**src/design/psd_pkg.sv**
```systemverilog
package psd_pkg;

  // Event kinds carried by each result transaction.
  typedef enum logic [1:0] {
    EV_PRESS   = 2'd0,
    EV_RELEASE = 2'd1,
    EV_CLEAR   = 2'd2
  } event_kind_e;

  // Prefix and sequence bytes of scan code set 2.
  localparam logic [7:0] CODE_PAUSE_LEAD = 8'hE1;
  localparam logic [7:0] CODE_EXTENDED   = 8'hE0;
  localparam logic [7:0] CODE_BREAK      = 8'hF0;
  localparam logic [7:0] CODE_PAUSE_A    = 8'h14;
  localparam logic [7:0] CODE_PAUSE_B    = 8'h77;
  localparam logic [7:0] CODE_PRTSC_A    = 8'h12;
  localparam logic [7:0] CODE_PRTSC_B    = 8'h7C;

  localparam logic [2:0] PAUSE_LAST_STEP = 3'd7;

  localparam logic [6:0] KEY_NONE         = 7'd0;
  localparam logic [6:0] KEY_PRINT_SCREEN = 7'd105;
  localparam logic [6:0] KEY_PAUSE        = 7'd106;

  // Depth of the result queue; two results may enter per cycle.
  localparam int QUEUE_DEPTH = 4;
  localparam int QUEUE_PTR_W = $clog2(QUEUE_DEPTH);
  localparam int QUEUE_CNT_W = $clog2(QUEUE_DEPTH + 1);

  typedef struct packed {
    logic [2:0] pause_step;
    logic       ps_step;
    logic       ps_breaking;
    logic       break_pending;
    logic       ext_pending;
  } state_t;

  typedef struct packed {
    event_kind_e kind;
    logic [6:0]  key;
    logic        last;
  } result_t;

  typedef struct packed {
    logic [1:0] count;
    result_t    first;
    result_t    second;
  } push_t;

  typedef struct packed {
    logic       hit;
    logic [6:0] key;
  } key_lookup_t;

  // Byte expected at each step of the pause sequence.
  function automatic logic [7:0] pause_expect(input logic [2:0] step);
    logic [7:0] code;
    case (step)
      3'd1:    code = CODE_PAUSE_A;
      3'd2:    code = CODE_PAUSE_B;
      3'd3:    code = CODE_PAUSE_LEAD;
      3'd4:    code = CODE_BREAK;
      3'd5:    code = CODE_PAUSE_A;
      3'd6:    code = CODE_BREAK;
      3'd7:    code = CODE_PAUSE_B;
      default: code = 8'h00;
    endcase
    return code;
  endfunction

  // Standard keys, numbered in ascending scan code order.
  function automatic key_lookup_t std_lookup(input logic [7:0] code);
    key_lookup_t r;
    r.hit = 1'b1;
    case (code)
      8'h01: r.key = 7'd0;   8'h03: r.key = 7'd1;   8'h04: r.key = 7'd2;
      8'h05: r.key = 7'd3;   8'h06: r.key = 7'd4;   8'h07: r.key = 7'd5;
      8'h09: r.key = 7'd6;   8'h0A: r.key = 7'd7;   8'h0B: r.key = 7'd8;
      8'h0C: r.key = 7'd9;   8'h0D: r.key = 7'd10;  8'h0E: r.key = 7'd11;
      8'h11: r.key = 7'd12;  8'h12: r.key = 7'd13;  8'h14: r.key = 7'd14;
      8'h15: r.key = 7'd15;  8'h16: r.key = 7'd16;  8'h1A: r.key = 7'd17;
      8'h1B: r.key = 7'd18;  8'h1C: r.key = 7'd19;  8'h1D: r.key = 7'd20;
      8'h1E: r.key = 7'd21;  8'h21: r.key = 7'd22;  8'h22: r.key = 7'd23;
      8'h23: r.key = 7'd24;  8'h24: r.key = 7'd25;  8'h25: r.key = 7'd26;
      8'h26: r.key = 7'd27;  8'h29: r.key = 7'd28;  8'h2A: r.key = 7'd29;
      8'h2B: r.key = 7'd30;  8'h2C: r.key = 7'd31;  8'h2D: r.key = 7'd32;
      8'h2E: r.key = 7'd33;  8'h31: r.key = 7'd34;  8'h32: r.key = 7'd35;
      8'h33: r.key = 7'd36;  8'h34: r.key = 7'd37;  8'h35: r.key = 7'd38;
      8'h36: r.key = 7'd39;  8'h3A: r.key = 7'd40;  8'h3B: r.key = 7'd41;
      8'h3C: r.key = 7'd42;  8'h3D: r.key = 7'd43;  8'h3E: r.key = 7'd44;
      8'h41: r.key = 7'd45;  8'h42: r.key = 7'd46;  8'h43: r.key = 7'd47;
      8'h44: r.key = 7'd48;  8'h45: r.key = 7'd49;  8'h46: r.key = 7'd50;
      8'h49: r.key = 7'd51;  8'h4A: r.key = 7'd52;  8'h4B: r.key = 7'd53;
      8'h4C: r.key = 7'd54;  8'h4D: r.key = 7'd55;  8'h4E: r.key = 7'd56;
      8'h52: r.key = 7'd57;  8'h54: r.key = 7'd58;  8'h55: r.key = 7'd59;
      8'h58: r.key = 7'd60;  8'h59: r.key = 7'd61;  8'h5A: r.key = 7'd62;
      8'h5B: r.key = 7'd63;  8'h5D: r.key = 7'd64;  8'h66: r.key = 7'd65;
      8'h69: r.key = 7'd66;  8'h6B: r.key = 7'd67;  8'h6C: r.key = 7'd68;
      8'h70: r.key = 7'd69;  8'h71: r.key = 7'd70;  8'h72: r.key = 7'd71;
      8'h73: r.key = 7'd72;  8'h74: r.key = 7'd73;  8'h75: r.key = 7'd74;
      8'h76: r.key = 7'd75;  8'h77: r.key = 7'd76;  8'h78: r.key = 7'd77;
      8'h79: r.key = 7'd78;  8'h7A: r.key = 7'd79;  8'h7B: r.key = 7'd80;
      8'h7C: r.key = 7'd81;  8'h7D: r.key = 7'd82;  8'h7E: r.key = 7'd83;
      8'h83: r.key = 7'd84;
      default: begin
        r.hit = 1'b0;
        r.key = KEY_NONE;
      end
    endcase
    return r;
  endfunction

  // Extended keys (after E0), numbered from 85 in ascending scan code order.
  function automatic key_lookup_t ext_lookup(input logic [7:0] code);
    key_lookup_t r;
    r.hit = 1'b1;
    case (code)
      8'h11: r.key = 7'd85;  8'h14: r.key = 7'd86;  8'h1F: r.key = 7'd87;
      8'h27: r.key = 7'd88;  8'h2F: r.key = 7'd89;  8'h4A: r.key = 7'd90;
      8'h5A: r.key = 7'd91;  8'h69: r.key = 7'd92;  8'h6B: r.key = 7'd93;
      8'h6C: r.key = 7'd94;  8'h70: r.key = 7'd95;  8'h71: r.key = 7'd96;
      8'h72: r.key = 7'd97;  8'h74: r.key = 7'd98;  8'h75: r.key = 7'd99;
      8'h7A: r.key = 7'd100; 8'h7D: r.key = 7'd101;
      default: begin
        r.hit = 1'b0;
        r.key = KEY_NONE;
      end
    endcase
    return r;
  endfunction

endpackage

```
**src/design/psd_decode.sv**
```systemverilog
module psd_decode import psd_pkg::*; (
  input  logic       clk_i,
  input  logic       rst_ni,
  input  logic       fire_i,
  input  logic [7:0] scan_byte_i,
  output push_t      push_o
);

  state_t      state_q, state_d;
  key_lookup_t std_hit, ext_hit;
  logic        do_clear, do_key, do_pause;
  logic        first_half;
  logic [6:0]  key_num;
  logic        key_brk;

  always_comb begin
    state_d    = state_q;
    do_clear   = 1'b0;
    do_key     = 1'b0;
    do_pause   = 1'b0;
    first_half = 1'b0;
    key_num    = KEY_NONE;
    key_brk    = state_q.break_pending;
    std_hit    = std_lookup(scan_byte_i);
    ext_hit    = ext_lookup(scan_byte_i);

    if (state_q.pause_step != 3'd0) begin
      if (scan_byte_i != pause_expect(state_q.pause_step)) begin
        do_clear = 1'b1;
      end else if (state_q.pause_step == PAUSE_LAST_STEP) begin
        do_pause = 1'b1;
      end else begin
        state_d.pause_step = 3'(state_q.pause_step + 3'd1);
      end
    end else if (scan_byte_i == CODE_PAUSE_LEAD) begin
      state_d.pause_step = 3'd1;
    end else if (scan_byte_i == CODE_EXTENDED) begin
      if (state_q.break_pending || state_q.ext_pending) begin
        do_clear = 1'b1;
      end else begin
        state_d.ext_pending = 1'b1;
      end
    end else if (scan_byte_i == CODE_BREAK) begin
      if (state_q.break_pending) begin
        do_clear = 1'b1;
      end else begin
        state_d.break_pending = 1'b1;
      end
    end else if (state_q.ext_pending) begin
      if (scan_byte_i inside {CODE_PRTSC_A, CODE_PRTSC_B}) begin
        // The first half of print screen is E0 12 on make and E0 F0 7C on break.
        first_half = (scan_byte_i == CODE_PRTSC_A) ? !state_q.break_pending
                                                   : state_q.break_pending;
        if (first_half == state_q.ps_step) begin
          do_clear = 1'b1;
        end else if (first_half) begin
          state_d.ps_breaking   = state_q.break_pending;
          state_d.ps_step       = 1'b1;
          state_d.ext_pending   = 1'b0;
          state_d.break_pending = 1'b0;
        end else if (state_q.ps_breaking != state_q.break_pending) begin
          do_clear = 1'b1;
        end else begin
          do_key  = 1'b1;
          key_num = KEY_PRINT_SCREEN;
        end
      end else if (state_q.ps_step || !ext_hit.hit) begin
        do_clear = 1'b1;
      end else begin
        do_key  = 1'b1;
        key_num = ext_hit.key;
      end
    end else if (!std_hit.hit) begin
      do_clear = 1'b1;
    end else begin
      do_key  = 1'b1;
      key_num = std_hit.key;
    end

    // Every byte that yields a result also ends all pending sequences.
    if (do_clear || do_key || do_pause) begin
      state_d = '0;
    end
  end

  always_comb begin
    push_o.second = '{kind: EV_RELEASE, key: KEY_PAUSE, last: 1'b1};
    if (do_pause) begin
      push_o.first = '{kind: EV_PRESS, key: KEY_PAUSE, last: 1'b0};
    end else if (do_key) begin
      push_o.first = '{kind: key_brk ? EV_RELEASE : EV_PRESS, key: key_num, last: 1'b1};
    end else begin
      push_o.first = '{kind: EV_CLEAR, key: KEY_NONE, last: 1'b1};
    end
    if (!fire_i) begin
      push_o.count = 2'd0;
    end else if (do_pause) begin
      push_o.count = 2'd2;
    end else if (do_key || do_clear) begin
      push_o.count = 2'd1;
    end else begin
      push_o.count = 2'd0;
    end
  end

  always_ff @(posedge clk_i or negedge rst_ni) begin
    if (!rst_ni) begin
      state_q <= '0;
    end else if (fire_i) begin
      state_q <= state_d;
    end
  end

`ifndef ASSERT_OFF
  a_result_clears_state: assert property (@(posedge clk_i) disable iff (!rst_ni)
    push_o.count != 2'd0 |=> state_q == '0)
    else $error("prefix state survived a byte that produced a result");

  a_pair_is_pause: assert property (@(posedge clk_i) disable iff (!rst_ni)
    push_o.count == 2'd2 |-> push_o.first.key == KEY_PAUSE &&
      push_o.first.kind == EV_PRESS && !push_o.first.last && push_o.second.last)
    else $error("two results from a byte that did not complete pause");

  a_pause_advances: assert property (@(posedge clk_i) disable iff (!rst_ni)
    fire_i && state_q.pause_step != 3'd0 && push_o.count == 2'd0 |=>
      state_q.pause_step == 3'($past(state_q.pause_step) + 3'd1))
    else $error("pause sequence did not advance on a matching byte");
`endif

endmodule

```
**src/design/psd_out_queue.sv**
```systemverilog
module psd_out_queue import psd_pkg::*; (
  input  logic       clk_i,
  input  logic       rst_ni,
  input  push_t      push_i,
  output logic       room_o,
  output logic       out_valid_o,
  input  logic       out_stall_i,
  output result_t    head_o
);

  result_t                mem_q [QUEUE_DEPTH];
  logic [QUEUE_PTR_W-1:0] wr_ptr_q, rd_ptr_q;
  logic [QUEUE_CNT_W-1:0] count_q;
  logic                   pop;

  assign out_valid_o = (count_q != '0);
  assign pop         = out_valid_o && !out_stall_i;
  assign head_o      = mem_q[rd_ptr_q];
  // A byte may add two results, so it is only taken with two free slots.
  assign room_o      = (count_q <= QUEUE_CNT_W'(QUEUE_DEPTH - 2));

  always_ff @(posedge clk_i) begin
    if (push_i.count != 2'd0) begin
      mem_q[wr_ptr_q] <= push_i.first;
    end
    if (push_i.count == 2'd2) begin
      mem_q[QUEUE_PTR_W'(wr_ptr_q + 1'b1)] <= push_i.second;
    end
  end

  always_ff @(posedge clk_i or negedge rst_ni) begin
    if (!rst_ni) begin
      wr_ptr_q <= '0;
      rd_ptr_q <= '0;
      count_q  <= '0;
    end else begin
      wr_ptr_q <= QUEUE_PTR_W'(wr_ptr_q + QUEUE_PTR_W'(push_i.count));
      if (pop) begin
        rd_ptr_q <= QUEUE_PTR_W'(rd_ptr_q + 1'b1);
      end
      count_q <= QUEUE_CNT_W'(count_q + QUEUE_CNT_W'(push_i.count)
                              - QUEUE_CNT_W'(pop));
    end
  end

`ifndef ASSERT_OFF
  a_count_bound: assert property (@(posedge clk_i) disable iff (!rst_ni)
    count_q <= QUEUE_CNT_W'(QUEUE_DEPTH))
    else $error("result queue overflowed");

  a_push_has_room: assert property (@(posedge clk_i) disable iff (!rst_ni)
    push_i.count != 2'd0 |-> room_o)
    else $error("results pushed without two free slots");

  a_pop_drains: assert property (@(posedge clk_i) disable iff (!rst_ni)
    pop && push_i.count == 2'd0 |=> count_q == QUEUE_CNT_W'($past(count_q) - 1'b1))
    else $error("queue level did not drop after a pop");
`endif

endmodule

```
**src/design/ps2_set2_scancode_decoder_core.sv**
```systemverilog
// Channel   Handshake                  Payload
// input     in_valid_i / in_stall_o    scan_byte_i
// output    out_valid_o / out_stall_i  event_kind_o, key_number_o, last_event_o
//
// A byte is registered at the input, decoded against the prefix state once the
// queue has room, and its results are written into a four-entry result queue.
// A new byte can be accepted every cycle unless stalled; a completed pause
// sequence puts two results in the queue, so sustained output is one result per
// cycle when unstalled. Reset clears the prefix state, the input register and
// the queue. The input stalls while a byte is held and the queue has fewer than
// two free slots; the output head stays fixed while out_stall_i is high.
module ps2_set2_scancode_decoder_core import psd_pkg::*; (
  input  logic       clk_i,
  input  logic       rst_ni,
  input  logic       in_valid_i,
  output logic       in_stall_o,
  input  logic [7:0] scan_byte_i,
  output logic       out_valid_o,
  input  logic       out_stall_i,
  output logic [1:0] event_kind_o,
  output logic [6:0] key_number_o,
  output logic       last_event_o
);

  // Input register: holds one accepted byte until it is decoded.
  logic       in_valid_q;
  logic [7:0] scan_q;
  logic       room;
  logic       fire;
  push_t      push;
  result_t    head;

  // The held byte is decoded once the queue can absorb two results.
  assign fire       = in_valid_q && room;
  assign in_stall_o = in_valid_q && !room;

  always_ff @(posedge clk_i or negedge rst_ni) begin
    if (!rst_ni) begin
      in_valid_q <= 1'b0;
    end else if (!in_stall_o) begin
      in_valid_q <= in_valid_i;
    end
  end

  always_ff @(posedge clk_i) begin
    if (in_valid_i && !in_stall_o) begin
      scan_q <= scan_byte_i;
    end
  end

  psd_decode u_decode (
    .clk_i       (clk_i),
    .rst_ni      (rst_ni),
    .fire_i      (fire),
    .scan_byte_i (scan_q),
    .push_o      (push)
  );

  psd_out_queue u_queue (
    .clk_i       (clk_i),
    .rst_ni      (rst_ni),
    .push_i      (push),
    .room_o      (room),
    .out_valid_o (out_valid_o),
    .out_stall_i (out_stall_i),
    .head_o      (head)
  );

  assign event_kind_o = head.kind;
  assign key_number_o = head.key;
  assign last_event_o = head.last;

endmodule

```
**config.mk**
```make
export PLATFORM = sky130hd
export DESIGN_NAME = ps2_set2_scancode_decoder_core
export DESIGN_NICKNAME = d
export VERILOG_FILES = /design/src/design/psd_pkg.sv /design/src/design/psd_decode.sv /design/src/design/psd_out_queue.sv /design/src/design/ps2_set2_scancode_decoder_core.sv
export SDC_FILE = /design/constraint.sdc
export NUM_CORES = 1
export LEC_CHECK = 0
export BUFFER_PORTS_ARGS = -buffer_cell sky130_fd_sc_hd__buf_2
export CORE_ASPECT_RATIO = 1.2
export CORE_MARGIN = 5
export CORE_UTILIZATION = 39
export CTS_BUF_LIST = sky130_fd_sc_hd__clkbuf_8 sky130_fd_sc_hd__clkbuf_16
export DETAILED_ROUTE_END_ITERATION = 8
export GPL_TIMING_DRIVEN = 0
export SLEW_MARGIN = 5
export SYNTH_ARGS = -nofsm -noshare
export SYNTH_HDL_FRONTEND = slang
export SYNTH_SLANG_ARGS = --single-unit
```
**constraint.sdc**
```tcl
create_clock -name clk_i -period 9.6 [get_ports clk_i]
set_input_delay 0 -clock clk_i [delete_from_list [all_inputs] [get_ports clk_i]]
set_output_delay 0 -clock clk_i [all_outputs]
set_load 0.05 [all_outputs]
```
==> metrics.txt <==
Psw 0.834 mW; Mapped Area between 5000 and 6000 µm²; crit path from scan_q[5]$_DFFE_PP_; main flop type after synthesis dfxtp_1; Leak Pwr roughly 2.4 nW; dpl cells around 830; overall routed net length just over 20 mm; share of layout cells above drive strength 1 16.1%; critical path cell sequence buf_2 -> nor4b_4 -> nand2_1 -> ha_1 -> inv_1 -> ha_1 -> o31ai_2 -> nor4_2 -> a21o_1 -> or3_1 -> ha_1 -> inv_1 -> ha_1 -> inv_1 -> fa_1 -> xor2_1 -> xnor2_1; Pre-antenna DRT Iters 6; Multi-input gate area roughly 3600 µm²; Pwr Density ~280 nW/µm²; Internal Power 0.913 mW; Syn Inst Count 640; synth cell count leaders 46 x nand2_1, 40 x dfxtp_1, 35 x nor2_1, 33 x o21ai_0, 25 x clkbuf_1; CTS Sinks 63; Finish-stage setup viols 0; CTS resizes 0; first-pass GRT wire length 32.0 mm; Post-CTS Setup Repair Bufs 0; status complete, no violations; Clock Tree Buf Depth 2; fin nets 709; share of the synthesized area in the top cell type around 15%; Sequential Area about 1400 µm²; Simple-Gate Fraction of Synth Area 28.6%; CP max stage delay 0.57 ns; Worst setup EP type register; Via density 6.51; Die W about 120 µm; Seq/Total Area, Yosys between 20 and 30%; Max Slew Vio Count 0; Worst EP arrival slightly below 5 ns; final hold viol count 0; n_diodes 0; power share of the combinational group 56.1%; min-delay src out_stall_i; Worst-Margin Slew 1.04 ns; Die ar. roughly 16000 µm²; Clock Skew about 0.0054 ns; IO buf count 23; crit path buf inv count 4; syn_nets ~670; Critical Path Slowest Stage Cell nor4b_4; WHS 0.0122 ns; Boundary Pins 24; VDD IR max 0.219 mV; CTS tree done; Most Frequent Cell on Critical Path ha_1; root buf cell clkbuf_16; RD Place Congestion 0.973; maxcap violations 0; Rows between 40 and 50; met3 Track Usage GR approximately 4.7%; initial antenna violation count 0; Largest delay share family, worst path adder cells; Tcrit/Tclk final 48.9%; Area Growth Syn to Fin 13.5%; drt drc 0; post-route cell area ~6200 µm²; mux contribution to synthesized area between 10% and 20%; register share of total power roughly 25%; busiest grt layer met2; asr flop ratio synth between 20% and 30%; Post-synth EDFFs 8; CTS H-tree lvls 3; Slew HR approximately 30%; post-synthesis compound-gate area fraction around 23%; global-route congestion overflow total 0; Post-Synth XOR/XNOR Area under 10%; fin cells between 800 and 900; pin count of the biggest net entering global routing 16; core box area approximately 14000 µm²; synth top area cells dfxtp_1 15%, dfrtp_1 6.9%, edfxtp_1 4.4%, mux4_2 4.1%, mux2i_1 3.5%; most frequent cell after synthesis nand2_1; vias in the first global route between 5000 and 6000; GRT Overall Usage roughly 25%; largest family of logic cells by synthesized area simple AND/OR/NAND/NOR gates; adder-cell share of the synthesized area under 10%; Crit Reg-Reg Startpoint scan_q[5]$_DFFE_PP_; hpwl dp approximately 15 mm; Synth Warn # 0; Setup CP Type reg2reg; clock power share a little under a fifth; starting density of the core about 40%; WP data required approximately 9.8 ns; Placement Cell Area just under 6000 µm²; Syn Area/Cell 8.52 µm²; fmax about 210 MHz; FILL cells about 1400; min setup slack post-route just under 5 ns; drt wl/cell around 24 µm; sw frac 47.7%; flops & latches, synth 63; worst slack, placed roughly 5 ns; clock latency on the worst-skew pair roughly 0.33 ns; initial DRC count approximately 480; Crit Path Max Fanout 10; Reg clk slew, reported paths ~0.06 ns; grt met2 use about 42%; met1 Use GR around 29%; CTS Buf Count 9; antenna viol nets, final 0; RSZ-0062 raised after global routing false; Die Ht ~140 µm; Fin Setup TNS 0 ns; Yosys cell types 95; Tmin final ~4.7 ns; post-synth top area cell dfxtp_1; Critical Path Start Type register; Hold/Removal Path Class in2reg; vias 5596
[flip-flops by register name, summed over array words and instances, names as in the netlist]
register          cells
u_queue.rd_ptr_q      2
u_decode.key_brk      1
u_queue.wr_ptr_q      2
in_valid_q            1
u_queue.mem_q        40
u_queue.count_q       3
u_decode.state_q      6
scan_q                8
[layer usage]
layer / part of all wire, % / wire length [µm]
met1: 39 / 7960
met2: 49 / 10200
met3: 7.3 / 1500
met4: 5.0 / 1020
met5: 0 / 0
[area by class of cell]
class	count	share of cell area [%]
clock inverter	6	1.07
inverter	24	1.46
buffer	59	4.77
timing repair buffer	33	3.48
tap	171	3.46
clock buffer	10	3.86
multi-input combinational	494	59.0
sequential	63	22.9
[worst paths after layout]
check	slack, ns	end	depth (start not counted)
min in group asynchronous	0.13	u_queue.rd_ptr_q[1]$_DFFE_PN0P_	2
min	0.01	u_queue.rd_ptr_q[0]$_DFFE_PN0P_	3
max	4.90	u_queue.count_q[2]$_DFF_PN0_	17
max reg2reg	4.90	u_queue.count_q[2]$_DFF_PN0_	17
max in group asynchronous	9.18	u_decode.key_brk$_DFFE_PN0P_	2
min reg2reg	0.46	u_queue.mem_q[3][1]$_SDFFE_PP0P_	2
[kinds of logic after synthesis]
group                      Yosys count
and+or+nand+nor                    257
AOI/OAI and AO/OA                  170
buffers and inverters               83
DFF                                 63
muxes                               41
adders and majority gates           14
xor gates and xnor gates            12
[power groups by stage]
stage / Sequential [mW] / Combinational, mW / Clock [mW]
after floorplan: 0.416 / 0.722 / 0
after global placement: 0.429 / 0.954 / 0
after detailed placement: 0.436 / 0.958 / 0
after CTS: 0.432 / 0.968 / 0.336
after global routing: 0.445 / 1.05 / 0.350
final: 0.433 / 0.980 / 0.333
[timing repair]
item,4_1_cts,5_1_grt
hold buffers,10,0
endpoints found under the setup margin,0,0
hold endpoints to repair,24,0
[cells in the final DEF, fill, tap and decap left out, drive strengths merged, types with 7 or more instances in the layout]
master       synthesis  final
a31oi               16     16
o22ai                8      8
a211oi              12     12
inv                 24     27
or3b                 7      7
dfrtp               15     15
nor2                36     36
o221ai               8      8
nand2               46     46
a21oi               21     21
mux2i               19     19
nand3               23     23
mux4                10     10
buf                 34     57
dlygate4sd3          0     10
o21ai               36     36
and2                10     10
nor2b               14     14
o31ai                8      8
dfxtp               40     40
mux2                12     12
clkbuf              25     35
or4                  8      8
nand2b              23     23
ha                  12     12
and3                 9      9
nor3                18     18
edfxtp               8      8
nand4                9      9
nor4                16     16
[tightest hold or removal path, delay by kind of cell]
family / cells / cell delay [ns]
simple gates: 1 / 0.07
xor+xnor: 1 / 0.14
buf+inv: 1 / 0.07
[metrics by stage]
stage | utilization (%) | power [mW]
CTS | 45.0 | 1.74
floorplan | - | 1.14
finish | 45.0 | 1.75
global route | 45.0 | 1.85
global placement | 42.0 | 1.38
detailed placement | 42.0 | 1.39
Power figures use the tool's default switching activity.
